`src/rtl/rxht_pkg.sv`:
```
`timescale 1ns / 1ps
`default_nettype none
// ----------------------------------------------------------------------------
// rxht_pkg
// Shared types, constants and channel table helpers for the receive hop tracker.
// ----------------------------------------------------------------------------
package rxht_pkg;

  // Channel table size and index width
  localparam int CHANNEL_COUNT = 16;
  localparam int IDX_W         = $clog2(CHANNEL_COUNT);

  localparam int TIMER_W  = 16;
  localparam int PERIOD_W = 8;
  localparam int DWELL_W  = 10;
  localparam int CHAN_W   = 7;
  localparam int CFG_IDX_W  = 2;
  localparam int CFG_DATA_W = 10;

  localparam logic [TIMER_W-1:0] TIMER_MAX = {TIMER_W{1'b1}};

  // Reset values of the configuration registers
  localparam logic [PERIOD_W-1:0] POLL_PERIOD_RST  = PERIOD_W'(5);
  localparam logic [DWELL_W-1:0]  FIRST_DWELL_RST  = DWELL_W'(50);
  localparam logic [DWELL_W-1:0]  SECOND_DWELL_RST = DWELL_W'(100);

  // Channel table pattern, repeated over the table
  localparam logic [CHAN_W-1:0] CHAN_0 = CHAN_W'(48);
  localparam logic [CHAN_W-1:0] CHAN_1 = CHAN_W'(72);
  localparam logic [CHAN_W-1:0] CHAN_2 = CHAN_W'(64);
  localparam logic [CHAN_W-1:0] CHAN_3 = CHAN_W'(56);

  // Item kinds
  typedef enum logic {
    CMD_TICK = 1'b0,
    CMD_POLL = 1'b1
  } cmd_t;

  // Configuration register indexes
  typedef enum logic [CFG_IDX_W-1:0] {
    CFG_RX_POLL_PERIOD = 2'd0,
    CFG_FIRST_DWELL    = 2'd1,
    CFG_SECOND_DWELL   = 2'd2
  } cfg_idx_t;

  typedef struct packed {
    logic [PERIOD_W-1:0] rx_poll_period;
    logic [DWELL_W-1:0]  first_dwell;
    logic [DWELL_W-1:0]  second_dwell;
  } cfg_t;

  typedef struct packed {
    cmd_t command;
    logic rx_data_ready;
    logic frame_complete;
  } item_t;

  typedef struct packed {
    logic              serviced;
    logic              channel_write;
    logic [CHAN_W-1:0] radio_channel;
    logic              package_received;
  } result_t;

  // Table entry at an index
  function automatic logic [CHAN_W-1:0] chan_at(input logic [IDX_W-1:0] idx);
    logic [IDX_W:0]      wide;
    logic [CHAN_W-1:0]   ch;
    wide = {1'b0, idx};
    case (wide[1:0])
      2'd0:    ch = CHAN_0;
      2'd1:    ch = CHAN_1;
      2'd2:    ch = CHAN_2;
      default: ch = CHAN_3;
    endcase
    return ch;
  endfunction

  // Advance an index by one or two, wrapping over the table
  function automatic logic [IDX_W-1:0] wrap_add(input logic [IDX_W-1:0] idx,
                                                input logic [1:0]       step);
    logic [IDX_W+1:0] sum;
    sum = {2'b00, idx} + {{IDX_W{1'b0}}, step};
    if (sum >= (IDX_W+2)'(CHANNEL_COUNT)) begin
      sum = sum - (IDX_W+2)'(CHANNEL_COUNT);
    end
    return sum[IDX_W-1:0];
  endfunction

endpackage
`default_nettype wire

```
`src/rtl/rxht_cfg_regs.sv`:
```
`timescale 1ns / 1ps
`default_nettype none
// ----------------------------------------------------------------------------
// rxht_cfg_regs
// Configuration register file: poll period and the two dwell limits.
// ----------------------------------------------------------------------------
module rxht_cfg_regs (
  input  wire  logic                             clk,
  input  wire  logic                             rst,
  input  wire  logic                             cfg_valid,
  output logic                                   cfg_ready,
  input  wire  logic [rxht_pkg::CFG_IDX_W-1:0]   cfg_index,
  input  wire  logic [rxht_pkg::CFG_DATA_W-1:0]  cfg_data,
  output rxht_pkg::cfg_t                         cfg
);

  assign cfg_ready = 1'b1;

  // Write the addressed register; drop writes to unknown indexes
  always_ff @(posedge clk) begin
    if (rst) begin
      cfg.rx_poll_period <= rxht_pkg::POLL_PERIOD_RST;
      cfg.first_dwell    <= rxht_pkg::FIRST_DWELL_RST;
      cfg.second_dwell   <= rxht_pkg::SECOND_DWELL_RST;
    end else if (cfg_valid && cfg_ready) begin
      case (cfg_index)
        rxht_pkg::CFG_RX_POLL_PERIOD: begin
          cfg.rx_poll_period <= cfg_data[rxht_pkg::PERIOD_W-1:0];
        end
        rxht_pkg::CFG_FIRST_DWELL: begin
          cfg.first_dwell <= cfg_data[rxht_pkg::DWELL_W-1:0];
        end
        rxht_pkg::CFG_SECOND_DWELL: begin
          cfg.second_dwell <= cfg_data[rxht_pkg::DWELL_W-1:0];
        end
        default: begin
        end
      endcase
    end
  end

endmodule
`default_nettype wire

```
`src/rtl/rxht_hop_core.sv`:
```
`timescale 1ns / 1ps
`default_nettype none
// ----------------------------------------------------------------------------
// rxht_hop_core
// Tracker state and the update for one tick or poll item.
// ----------------------------------------------------------------------------
module rxht_hop_core (
  input  wire  logic      clk,
  input  wire  logic      rst,
  input  wire  logic      fire,
  input  wire  rxht_pkg::item_t item,
  input  wire  rxht_pkg::cfg_t  cfg,
  output rxht_pkg::result_t result
);

  logic [rxht_pkg::TIMER_W-1:0] poll_timer, poll_timer_next;
  logic [rxht_pkg::TIMER_W-1:0] hop_timer, hop_timer_next;
  logic                         period_armed, period_armed_next;
  logic [rxht_pkg::IDX_W-1:0]   table_index, table_index_next;
  logic [rxht_pkg::CHAN_W-1:0]  current_channel, current_channel_next;
  logic [rxht_pkg::CHAN_W-1:0]  effective_channel, effective_channel_next;
  logic [rxht_pkg::CHAN_W-1:0]  next_channel, next_channel_next;
  logic [rxht_pkg::CHAN_W-1:0]  after_next_channel, after_next_channel_next;
  logic                         alternate_flag, alternate_flag_next;

  logic [rxht_pkg::PERIOD_W-1:0] threshold;
  logic [rxht_pkg::IDX_W-1:0]    idx_plus1, idx_plus2;
  logic [rxht_pkg::CHAN_W-1:0]   chan_plus1, chan_plus2, chan_sel;

  assign threshold  = period_armed ? cfg.rx_poll_period : '0;
  assign idx_plus1  = rxht_pkg::wrap_add(table_index, 2'd1);
  assign idx_plus2  = rxht_pkg::wrap_add(table_index, 2'd2);
  assign chan_plus1 = rxht_pkg::chan_at(idx_plus1);
  assign chan_plus2 = rxht_pkg::chan_at(idx_plus2);

  // Work out the result and next state for the item at hand
  always_comb begin
    poll_timer_next         = poll_timer;
    hop_timer_next          = hop_timer;
    period_armed_next       = period_armed;
    table_index_next        = table_index;
    current_channel_next    = current_channel;
    effective_channel_next  = effective_channel;
    next_channel_next       = next_channel;
    after_next_channel_next = after_next_channel;
    alternate_flag_next     = alternate_flag;
    chan_sel                = '0;
    result                  = '0;

    if (item.command == rxht_pkg::CMD_TICK) begin
      // Saturating timers
      if (poll_timer != rxht_pkg::TIMER_MAX) poll_timer_next = poll_timer + 1'b1;
      if (hop_timer != rxht_pkg::TIMER_MAX)  hop_timer_next  = hop_timer + 1'b1;
    end else if (poll_timer >= {{(rxht_pkg::TIMER_W-rxht_pkg::PERIOD_W){1'b0}}, threshold}) begin
      poll_timer_next   = '0;
      period_armed_next = 1'b1;
      result.serviced   = 1'b1;
      if (item.rx_data_ready) begin
        // Packet caught: realign to the channel it came in on
        hop_timer_next      = '0;
        alternate_flag_next = 1'b0;
        if (current_channel != rxht_pkg::chan_at(table_index)) begin
          if (current_channel == next_channel) begin
            table_index_next = idx_plus1;
          end else if (current_channel == after_next_channel) begin
            table_index_next = idx_plus2;
          end
        end
        effective_channel_next  = current_channel;
        result.package_received = item.frame_complete;
      end else begin
        // No packet: pick the channel to listen on
        next_channel_next       = chan_plus1;
        after_next_channel_next = chan_plus2;
        if (hop_timer < {{(rxht_pkg::TIMER_W-rxht_pkg::DWELL_W){1'b0}}, cfg.first_dwell}) begin
          chan_sel = alternate_flag ? chan_plus1 : effective_channel;
        end else if (hop_timer <
                     {{(rxht_pkg::TIMER_W-rxht_pkg::DWELL_W){1'b0}}, cfg.second_dwell}) begin
          chan_sel = alternate_flag ? chan_plus2 : chan_plus1;
        end else begin
          hop_timer_next   = {{(rxht_pkg::TIMER_W-rxht_pkg::DWELL_W){1'b0}}, cfg.second_dwell};
          table_index_next = idx_plus1;
          chan_sel         = chan_plus1;
        end
        current_channel_next = chan_sel;
        alternate_flag_next  = !alternate_flag;
        result.channel_write = 1'b1;
        result.radio_channel = chan_sel;
      end
    end
  end

  // Hold state; advance only when an item is processed
  always_ff @(posedge clk) begin
    if (rst) begin
      poll_timer         <= '0;
      hop_timer          <= '0;
      period_armed       <= 1'b0;
      table_index        <= '0;
      current_channel    <= '0;
      effective_channel  <= '0;
      next_channel       <= '0;
      after_next_channel <= '0;
      alternate_flag     <= 1'b0;
    end else if (fire) begin
      poll_timer         <= poll_timer_next;
      hop_timer          <= hop_timer_next;
      period_armed       <= period_armed_next;
      table_index        <= table_index_next;
      current_channel    <= current_channel_next;
      effective_channel  <= effective_channel_next;
      next_channel       <= next_channel_next;
      after_next_channel <= after_next_channel_next;
      alternate_flag     <= alternate_flag_next;
    end
  end

  // A serviced poll restarts the poll timer
  a_poll_restart: assert property (@(posedge clk) disable iff (rst)
    fire && result.serviced |=> poll_timer == '0 && period_armed)
    else $error("poll timer not restarted after serviced poll");

  // A package report never comes with a channel write
  a_pkg_no_write: assert property (@(posedge clk) disable iff (rst)
    result.package_received |-> result.serviced && !result.channel_write)
    else $error("package report with channel write");

  // Table index stays inside the table
  a_index_range: assert property (@(posedge clk) disable iff (rst)
    {1'b0, table_index} < (rxht_pkg::IDX_W+1)'(rxht_pkg::CHANNEL_COUNT))
    else $error("table index out of range");

  // A channel write records the programmed channel and flips the alternate flag
  a_write_track: assert property (@(posedge clk) disable iff (rst)
    fire && result.channel_write |=>
      current_channel == $past(result.radio_channel) &&
      alternate_flag != $past(alternate_flag))
    else $error("channel write not tracked");

  // State holds while no item is processed
  a_hold: assert property (@(posedge clk) disable iff (rst)
    !fire |=> $stable(hop_timer) && $stable(table_index))
    else $error("state changed without an item");

endmodule
`default_nettype wire

```
`src/rtl/rx_channel_hop_tracker_unit.sv`:
```
`timescale 1ns / 1ps
`default_nettype none
// ----------------------------------------------------------------------------
// rx_channel_hop_tracker_unit
// Receive-side hop tracker: millisecond ticks and receive polls in, one
// result item per input item out.
// ----------------------------------------------------------------------------
//  Channel  Dir  Handshake            Payload
//  s_*      in   s_tvalid/s_tready    tuser: command; tdata: data flags
//  m_*      out  m_tvalid/m_tready    tdata: serviced, write, channel, package
//  cfg_*    in   cfg_valid/cfg_ready  cfg_index, cfg_data
//
//  One item per cycle sustained while the output is not stalled (input
//  register, then the update in rxht_hop_core into the result register).
//  Reset (rst, synchronous) empties both registers and restores state and
//  configuration defaults. A stalled output stops the update stage; the input
//  register still takes one item while the result waits.
// ----------------------------------------------------------------------------
module rx_channel_hop_tracker_unit (
  input  wire  logic                             clk,
  input  wire  logic                             rst,
  // bit 0: command
  input  wire  logic                             s_tuser,
  // bit 0: rx_data_ready, bit 1: frame_complete, bits 7:2: zero
  input  wire  logic [7:0]                       s_tdata,
  input  wire  logic                             s_tvalid,
  output logic                                   s_tready,
  // bit 0: serviced, bit 1: channel_write, bits 8:2: radio_channel,
  // bit 9: package_received, bits 15:10: zero
  output logic [15:0]                            m_tdata,
  output logic                                   m_tvalid,
  input  wire  logic                             m_tready,
  input  wire  logic                             cfg_valid,
  output logic                                   cfg_ready,
  input  wire  logic [rxht_pkg::CFG_IDX_W-1:0]   cfg_index,
  input  wire  logic [rxht_pkg::CFG_DATA_W-1:0]  cfg_data
);

  rxht_pkg::cfg_t    cfg;
  rxht_pkg::item_t   in_item;
  rxht_pkg::result_t result;
  rxht_pkg::result_t out_result;
  logic              in_valid;
  logic              fire;

  rxht_cfg_regs u_cfg (
    .clk       (clk),
    .rst       (rst),
    .cfg_valid (cfg_valid),
    .cfg_ready (cfg_ready),
    .cfg_index (cfg_index),
    .cfg_data  (cfg_data),
    .cfg       (cfg)
  );

  // Process the held item when the result register is free
  assign fire     = in_valid && (!m_tvalid || m_tready);
  assign s_tready = !in_valid || fire;

  // Input register
  always_ff @(posedge clk) begin
    if (rst) begin
      in_valid <= 1'b0;
    end else if (s_tvalid && s_tready) begin
      in_valid <= 1'b1;
    end else if (fire) begin
      in_valid <= 1'b0;
    end
  end

  always_ff @(posedge clk) begin
    if (s_tvalid && s_tready) begin
      in_item.command        <= rxht_pkg::cmd_t'(s_tuser);
      in_item.rx_data_ready  <= s_tdata[0];
      in_item.frame_complete <= s_tdata[1];
    end
  end

  rxht_hop_core u_core (
    .clk    (clk),
    .rst    (rst),
    .fire   (fire),
    .item   (in_item),
    .cfg    (cfg),
    .result (result)
  );

  // Result register
  always_ff @(posedge clk) begin
    if (rst) begin
      m_tvalid <= 1'b0;
    end else if (fire) begin
      m_tvalid <= 1'b1;
    end else if (m_tready) begin
      m_tvalid <= 1'b0;
    end
  end

  always_ff @(posedge clk) begin
    if (fire) begin
      out_result <= result;
    end
  end

  assign m_tdata = {6'b000000, out_result.package_received, out_result.radio_channel,
                    out_result.channel_write, out_result.serviced};

endmodule
`default_nettype wire

```
`config.mk`:
```
export PLATFORM = sky130hd
export DESIGN_NAME = rx_channel_hop_tracker_unit
export DESIGN_NICKNAME = d
export VERILOG_FILES = /design/src/rtl/rxht_pkg.sv /design/src/rtl/rxht_cfg_regs.sv /design/src/rtl/rxht_hop_core.sv /design/src/rtl/rx_channel_hop_tracker_unit.sv
export SDC_FILE = /design/constraint.sdc
export NUM_CORES = 1
export LEC_CHECK = 0
export BUFFER_PORTS_ARGS = -buffer_cell sky130_fd_sc_hd__buf_2
export CAP_MARGIN = 30
export CORE_MARGIN = 2
export CORE_UTILIZATION = 49
export DETAILED_ROUTE_END_ITERATION = 8
export HOLD_SLACK_MARGIN = 0.02
export PLACE_DENSITY_LB_ADDON = 0.3
export RECOVER_POWER = 25
export SLEW_MARGIN = 10
export SYNTH_ARGS = -nofsm -noshare
export SYNTH_HDL_FRONTEND = slang
export SYNTH_HIERARCHICAL = 1
export SYNTH_SLANG_ARGS = --single-unit
```
`constraint.sdc`:
```
create_clock -name clk -period 4 [get_ports clk]
set_input_delay 0.2 -clock clk [delete_from_list [all_inputs] [get_ports clk]]
set_output_delay 0.2 -clock clk [all_outputs]
set_load 0.01 [all_outputs]
```
# After elaboration in Yosys (flattened, before gate mapping)
# Index checks and enable logic that the tools add are counted.
# op_classes
bitwise,3
n_reduce_logical,27
n_lt_le_gt_ge,5
eq_ne,20
muxes,36
n_addsub,6
# op_table
operator,count
$mux W16,9
$pmux W7 S3,3
$mux W7,7
$add A16 B1 Y16 const B,2
$lt A16 B10 Y1,2
$mux W4,8
$ne A16 B16 Y1 const B,2
$ge A16 B8 Y1,1
$mux W8,2
$eq A7 B7 Y1,2
$ge A5 B5 Y1 const B,2
$mux W10,1
$reduce_and A3 Y1,3
$eq A2 B1 Y1 const B,4
$eq A2 B2 Y1 const B,4
$logic_not A2 Y1,4
$reduce_and A2 Y1,4
$reduce_and A4 Y1,2
$reduce_bool A2 Y1,4
$sub A4 B1 Y4 const B,2
$ne A7 B7 Y1,1
$reduce_and A7 Y1,1
$mux W1,6
$ne A3 B3 Y1 const B,2
other kinds (11),19
# word_totals
out_inout_bits,19
regBits,109
in_bits,26

# Depth between registers and ports, before layout
# Gate-level depths: netlist of the first run.
# depth
ltp_word,10
mapped_depth,13
mapped_depth_nobuf,9

# Hierarchy
# Netlist of the first run, hierarchy kept.
# by_module_without_submodules
module,area_per_inst_um2,n_inst,cells_each,seq_area_each_um2
rxht_hop_core,3787.4,1,478,1121.1
rxht_cfg_regs,1162.4,1,114,560.5
rx_channel_hop_tracker_unit,543.0,1,30,430.4

# Worst setup path before layout of the first run
# OpenSTA, ideal clock, no wires.
# synth_path
path_kind,register to register
start,register u_core.period_armed
end,register u_core/poll_timer[10] (netlist bit)
arrival_ps,2574
period_less_slack_ps,2638
setup_time_ps,64
n_path_buf,4
setup_slack_ps,1362
stages_incl_launch_ff,14
path_cell_list,dfxtp_1 clkbuf_1 nand2_1 ha_1 a211oi_1 nand2_1 or3_1 or2_1 and3_4 buf_6 or2_1 buf_2 buf_6 nor2_1
# synth_via
elab_chain_cells,4
# synth_rtl
element,line,source
"start, declared",rxht_hop_core.sv:18,"logic period_armed, period_armed_next;"
"start signal, assigned",rxht_hop_core.sv:108,period_armed <= period_armed_next;
$mux W8,rxht_hop_core.sv:30,assign threshold = period_armed ? cfg.rx_poll_period : '0;
$ge A16 B8 Y1,rxht_hop_core.sv:54,"end else if (poll_timer >= {{(rxht_pkg::TIMER_W-rxht_pkg::PERIOD_W){1'b0}}, threshold}) begin"
$ne A2 B1 Y1 (no source line),-,
$reduce_and A3 Y1 (no source line),-,
"end signal, assigned",rxht_hop_core.sv:106,poll_timer <= poll_timer_next;
"end, declared",rxht_hop_core.sv:16,"logic [rxht_pkg::TIMER_W-1:0] poll_timer, poll_timer_next;"
# No other way between the ends.
# A chain may end at the register's enable or synchronous reset.

# Worst setup path after layout of the first run
# layout_path
start,register u_core.period_armed
end,register u_core/hop_timer[4] (netlist bit)
# layout_via
elab_chain_cells,4
# layout_rtl
element,line,source
$mux W8,rxht_hop_core.sv:30,
$ge A16 B8 Y1,rxht_hop_core.sv:54,
$ne A2 B1 Y1 (no source line),-,
$reduce_and A5 Y1 (no source line),-,
"end signal, assigned",rxht_hop_core.sv:107,hop_timer <= hop_timer_next;
"end, declared",rxht_hop_core.sv:17,"logic [rxht_pkg::TIMER_W-1:0] hop_timer, hop_timer_next;"
# No other way between the ends.

==> impl_metrics.env, run 1 <==
export IMPL_status="finished with violations"
export IMPL_violations="capacitance limit, slew limit"
export IMPL_ant_nets=0
export IMPL_vias=4480
export IMPL_start_util=0.504
export IMPL_nets=700
export IMPL_drt_iter0_drc=243
export IMPL_worstSetupStartpointType="register"
export IMPL_cts_path_max_buffers=2
export IMPL_wl_per_cell_um=15.4
export IMPL_post_route_worst_setup_slack_ns=0.943
export IMPL_register_area_um2=2110
export IMPL_rsz0062_at_grt="false"
export IMPL_max_freq_ghz=0.327
export IMPL_wl_met2_um=5840
export IMPL_highest_layer="met4"
export IMPL_die_y_um=110
export IMPL_synth_cells=622
export IMPL_ys_top_cells_by_area="dfxtp_1, ha_1, edfxtp_1, mux2i_1, nor2_1"
export IMPL_grt_max_degree=61
export IMPL_powerDensity_nw_per_um2=321
export IMPL_crit_path_top_delay_cell="a211oi_2"
export IMPL_cp_end_kind="register"
export IMPL_cp_depth=10
export IMPL_utilization=0.542
export IMPL_r2r_start="u_core/period_armed"
export IMPL_routabilityCongestion=0.835
export IMPL_cts_htree_levels=3
export IMPL_antennaDiodeCount=0
export IMPL_ctsResizeCount=0
export IMPL_portBuffers=31
export IMPL_p_total_mw=1.89
export IMPL_hold_path_end="in_valid"
export IMPL_drc_errors=0
export IMPL_place_area_um2=5700
export IMPL_grt_pass1_wl_um=20600
export IMPL_whs_path_depth=3
export IMPL_cts_sinks=99
export IMPL_whs_ns=0.0740
export IMPL_crit_family="compound AO/OA/AOI/OAI gates"
export IMPL_cp_common_cell="o211ai_1"
export IMPL_n_fill_cell=1021
export IMPL_max_cap_violations=1
export IMPL_yosysUniqueCellTypes=68
export IMPL_async_flop_share=0
export IMPL_netlist_area_um2=5490
export IMPL_hpwlAfterDp_um=8760
export IMPL_finalCriticalPeriod_ns=3.06
export IMPL_via_per_inst=5.70
export IMPL_grtUsageTotal=0.219
export IMPL_crit_type="reg -> reg"
export IMPL_critPathMaxStageDelay_ns=0.58
export IMPL_core_area_um2=10900
export IMPL_critical_path_max_fanout=18
export IMPL_clk_pin_slew_worst_paths_ns=0.09
export IMPL_dp_cells=766
export IMPL_final_setup_tns_ns=0
export IMPL_worstPathCellList="nand2_1, ha_1, nor2b_1, o211ai_1, a21oi_1, o211ai_1, a211oi_2, buf_4, o21ai_0, a32o_1"
export IMPL_multi_input_area_um2=3080
export IMPL_r2r_end="u_core/hop_timer[4]"
export IMPL_first_global_vias=4411
export IMPL_final_cell_count_no_fill=786
export IMPL_syn_area_per_cell_um2=8.83
export IMPL_die_area_um2=12100
export IMPL_synth_ff_type="dfxtp_1"
export IMPL_fin_worst_skew_ns=0.00769
export IMPL_area_growth_pct=7.47
export IMPL_place_ws_ns=0.987
export IMPL_min_from="s_tvalid"
export IMPL_antenna_found_initial=0
export IMPL_cts_root_buf="clkbuf_8"
export IMPL_finalHoldViolations=0
export IMPL_arrival_ns=3.34
export IMPL_report_final_setup_viol=0
export IMPL_ff2ff_path_depth=10
export IMPL_fp_row_count=38
export IMPL_yosysWarnings=6
export IMPL_r2r_slack_ns=0.94
export IMPL_slew_headroom=-0.429
export IMPL_clk_latency_ns=0.38
export IMPL_finalMaxSlewViolations=58
export IMPL_ir_worst_vdd_v=0.000253
export IMPL_synth_edf_count=13
export IMPL_yosysTopAreaCellShare=0.313
export IMPL_cts_tree="yes"
export IMPL_synth_commonest_cells="dfxtp_1, nor2_1, nand2b_1"
export IMPL_grt_ovfl_total=0
export IMPL_drt_pass1_iter_count=5
export IMPL_yosysMostFrequentCell="dfxtp_1"
export IMPL_wirelength_um=12100
export IMPL_io_pins=45
export IMPL_numCtsBuffers=9
export IMPL_cp_data_required_time_ns=4.28
export IMPL_fp_dieW_um=110
export IMPL_post_route_period_util=0.764
export IMPL_p_leak_nw=2.42
export IMPL_path_buf_inv=1
export IMPL_wl_met1_um=5600
export IMPL_netlist_top_cell_by_area="dfxtp_1"
export IMPL_synth_seq_cells=99
export IMPL_synth_seq_area_share=0.385
export IMPL_worst_pin_slew_ns=2.14
export IMPL_worst_hold_path_type="in -> reg"
export IMPL_drive_above_1_share=0.0944
export IMPL_met3_length_um=467
export IMPL_post_route_cell_area_um2=5900
## worst register-to-register path: stages, from the launching register on
cell and delay, ns:
dfxtp_1 0.49, nand2_1 0.11, ha_1 0.31, nor2b_1 0.13, o211ai_1 0.08, a21oi_1 0.28, o211ai_1 0.25, a211oi_2 0.58
buf_4 0.33, o21ai_0 0.12, a32o_1 0.27
## routing by layer
layer / global-route usage / vias to the layer above
met5: 0 / -
met4: 0.0778 / 0
met3: 0.0445 / 18
met2: 0.370 / 88
met1: 0.276 / 2135
li1: - / 2239
## flip-flops by register name (all words and copies together) (netlist names)
signal	flops
in_item	3
in_valid	1
m_tdata	10
m_tvalid	1
u_cfg/cfg	28
u_core/after_next_channel	3
u_core/alternate_flag	1
u_core/current_channel	7
u_core/effective_channel	7
u_core/hop_timer	16
u_core/next_channel	3
u_core/period_armed	1
u_core/poll_timer	16
u_core/table_index	2
## placed cells by master, fill, tap and decap left out, types with 6 or more instances in the layout
master,count
edfxtp_1,13
mux2i_1,37
xor2_1,13
a211oi_1,12
buf_4,6
nor3_1,11
conb_1,7
clkbuf_8,9
buf_2,28
nor2_1,71
nand3_1,19
nand2_1,26
dfxtp_1,86
o21ai_0,28
nand4_1,15
a21oi_1,35
ha_1,33
inv_1,32
and3_1,13
clkbuf_1,7
nand2b_1,39
## cell type report
type,instances,area share
timing repair buffer,42,0.0396
multi-input combinational,457,0.521
inverter,32,0.0203
clock buffer,11,0.0223
clock inverter,5,0.00933
tap,140,0.0297
sequential,99,0.358
## worst max-delay path by stage
stage	start	endpoint
3_3_place_gp	u_core/period_armed	u_core/hop_timer[3]
6_report	u_core/period_armed	u_core/hop_timer[4]
2_1_floorplan	u_core/period_armed	u_core/poll_timer[10]
4_1_cts	u_core/period_armed	u_core/hop_timer[3]
3_5_place_dp	u_core/period_armed	u_core/hop_timer[3]
5_1_grt	rst	u_cfg/cfg[13]
## power breakdown
| group | internal (mW) | leakage (nW) | switching [mW] |
|---|---|---|---|
| Combinational | 0.0796 | 1.51 | 0.121 |
| Sequential | 1.03 | 0.820 | 0.0226 |
| Clock | 0.288 | 0.0909 | 0.352 |
| Total | 1.40 | 2.42 | 0.496 |
## kinds of logic after synthesis
family | synth area share
other cells | 0.00137
fa+ha+maj | 0.0752
simple gates | 0.225
mux | 0.0695
buf+inv | 0.0569
xor+xnor | 0.0287
flops | 0.385
compound gates | 0.159
## repair_timing
item	CTS	global route
endpoints found under the hold margin	3	0
setup buffers	0	0
hold buffers	3	0
Note: power is estimated with default switching activity, not from simulation.
==> run 2: changes to the inputs <==
--- a/config.mk
+++ b/config.mk
@@ -5,6 +5,7 @@
 export SDC_FILE = /design/constraint.sdc
 export NUM_CORES = 1
 export LEC_CHECK = 0
+export ABC_AREA = 1
 export BUFFER_PORTS_ARGS = -buffer_cell sky130_fd_sc_hd__buf_2
 export CAP_MARGIN = 30
 export CORE_MARGIN = 2
==> constraint.sdc (replaced) <==
create_clock -name clk -period 3.1 [get_ports clk]
set_input_delay 0.155 -clock clk [delete_from_list [all_inputs] [get_ports clk]]
set_output_delay 0.155 -clock clk [all_outputs]
set_load 0.01 [all_outputs]
==> impl_metrics.env, run 2 <==
export IMPL_status="finished, final reports clean"
export IMPL_async_flop_share=0
export IMPL_final_setup_tns_ns=0
export IMPL_yosysTopAreaCellShare=0.292
export IMPL_cts_htree_levels=3
export IMPL_wl_per_cell_um=12.4
export IMPL_p_int_mw=2.25
export IMPL_swShare=0.276
export IMPL_worst_pin_slew_ns=0.961
export IMPL_place_area_um2=6060
export IMPL_ys_top_cells_by_area="dfxtp_1, nand2_1, nor2_1, ha_1, inv_1"
export IMPL_combinationalPowerShare=0.156
export IMPL_max_freq_ghz=0.412
export IMPL_ant_nets=0
export IMPL_drc_errors=0
export IMPL_powerDensity_nw_per_um2=487
export IMPL_drt_pass1_iter_count=6
export IMPL_synth_commonest_cells="nand2_1, nor2_1, inv_1"
export IMPL_worst_hold_path_type="in -> reg"
export IMPL_clk_pin_slew_worst_paths_ns=0.06
export IMPL_arrival_ns=2.67
export IMPL_netlist_area_um2=5890
export IMPL_synth_cells=841
export IMPL_yosysUniqueCellTypes=45
export IMPL_fp_row_count=40
export IMPL_synth_ff_type="dfxtp_1"
export IMPL_switchingPower_mw=0.858
export IMPL_nets=920
export IMPL_synth_seq_cells=99
export IMPL_rsz0062_at_grt="false"
export IMPL_hpwlAfterDp_um=8900
export IMPL_top_register="u_cfg/cfg"
export IMPL_ir_worst_vdd_v=0.000456
export IMPL_critical_path_max_fanout=17
export IMPL_finalHoldViolations=0
export IMPL_antennaDiodeCount=0
export IMPL_die_area_um2=12900
export IMPL_clkPwrFrac=0.391
export IMPL_routabilityCongestion=0.888
export IMPL_slew_headroom=0.359
export IMPL_cts_tree="yes"
export IMPL_p_total_mw=3.11
export IMPL_portBuffers=31
export IMPL_fp_dieW_um=114
export IMPL_p_seq_frac=0.453
export IMPL_p_leak_nw=2.98
export IMPL_grt_pass1_wl_um=22000
export IMPL_max_cap_violations=0
export IMPL_cp_data_required_time_ns=3.34
export IMPL_wirelength_um=12500
export IMPL_cp_end_kind="register"
export IMPL_core_area_um2=11900
export IMPL_first_global_vias=4812
export IMPL_cts_path_max_buffers=2
export IMPL_start_util=0.496
export IMPL_post_route_cell_area_um2=6380
export IMPL_grt_max_degree=29
export IMPL_cts_sinks=99
export IMPL_cts_root_buf="clkbuf_16"
export IMPL_finalMaxSlewViolations=0
export IMPL_final_cell_mix="nand2_1, nor2_1, inv_1"
export IMPL_io_pins=45
export IMPL_final_common_cell="nand2_1"
export IMPL_largest_reg_flops=28
export IMPL_report_final_setup_viol=0
export IMPL_via_per_inst=5.09
export IMPL_reg_top3="u_cfg/cfg: 28 flops, u_core/hop_timer: 16 flops, u_core/poll_timer: 16 flops"
export IMPL_syn_area_per_cell_um2=7.00
export IMPL_post_route_period_util=0.783
export IMPL_synth_seq_area_share=0.359
export IMPL_drt_iter0_drc=276
export IMPL_clk_latency_ns=0.35
export IMPL_antenna_found_initial=0
export IMPL_worstSetupStartpointType="register"
export IMPL_drive_above_1_share=0.110
export IMPL_yosysMostFrequentCell="nand2_1"
export IMPL_numCtsBuffers=9
export IMPL_synth_edf_count=13
export IMPL_yosysWarnings=6
export IMPL_area_growth_pct=8.46
export IMPL_die_y_um=114
export IMPL_netlist_top_cell_by_area="dfxtp_1"
export IMPL_grt_ovfl_total=0
export IMPL_finalCriticalPeriod_ns=2.43
export IMPL_fin_worst_skew_ns=0.00695
export IMPL_grtUsageTotal=0.208
export IMPL_vias=5156
export IMPL_crit_type="reg -> reg"
-- run 2: critical path, cell delays in order, from the launching register on --
cell and delay [ns]:
dfxtp_1 0.47, nand2_1 0.09, ha_1 0.30, nand2_1 0.06, o21ai_0 0.19, nand2_1 0.15, nand3_2 0.15, nand3_2 0.31
inv_2 0.29, nand2_1 0.09, o21ai_0 0.15, nor2_1 0.06
-- run 2: metal layers --
| metal | GRT usage | routed length [µm] |
|---|---|---|
| met3 | 0.0399 | 472 |
| met1 | 0.274 | 6050 |
| met5 | 0 | 0 |
| met2 | 0.343 | 5780 |
| met4 | 0.0756 | 229 |
-- run 2: cell families (layout without fill, tap and decap cells) --
family | count (synthesis) | in the layout | share of synthesized area
AOI/OAI and AO/OA | 114 | 114 | 0.107
xor gates and xnor gates | 17 | 17 | 0.0253
buffers and inverters | 152 | 172 | 0.111
and+or+nand+nor | 424 | 424 | 0.326
other | 2 | 7 | 0.00128
DFF | 99 | 99 | 0.359
adders and majority gates | 33 | 33 | 0.0701
-- run 2: cell type report --
type                            count  area [µm²]
Fill cell                        1169        5480
Multi-Input combinational cell    595        3120
Sequential cell                    99        2110
Inverter                          119         447
Clock buffer                       12         246
Timing Repair Buffer               37         199
Tap cell                          147         184
Clock inverter                      4        73.8
-- run 2: worst paths after layout --
kind,start,endpoint,slack (ns),cells after the start
setup / recovery,u_core/period_armed,u_core/poll_timer[4],0.67,11
hold / removal,cfg_data[9],u_cfg/cfg[9],0.05,3
setup reg to reg,u_core/period_armed,u_core/poll_timer[4],0.67,11
hold reg to reg,u_cfg/cfg[15],u_cfg/cfg[15],0.46,2
-- run 2: repair_timing --
action	in CTS	in global routing
endpoints found under the hold margin	3	0
setup buffers	0	0
resized for setup	0	0
endpoints found under the setup margin	0	0
hold buffers	3	0
-- run 2: power groups by stage --
stage / combinational, mW / clock [mW] / sequential [mW]
floorplan: 0.384 / 0 / 1.43
global placement: 0.471 / 0 / 1.44
detailed placement: 0.477 / 0 / 1.44
CTS: 0.483 / 1.24 / 1.41
global route: 0.557 / 1.29 / 1.42
finish: 0.484 / 1.22 / 1.41
-- run 2: through the flow --
step	std cells	worst slack (ns)	util	hold WS, ns
after detailed placement	994	0.647	0.511	0.334
final	1013	0.672	0.538	0.0460
after CTS	1013	0.636	0.540	0.0378
after floorplan	846	1.07	-	0.217
after global routing	1013	0.377	0.538	0.0631
after global placement	994	0.694	0.511	0.333
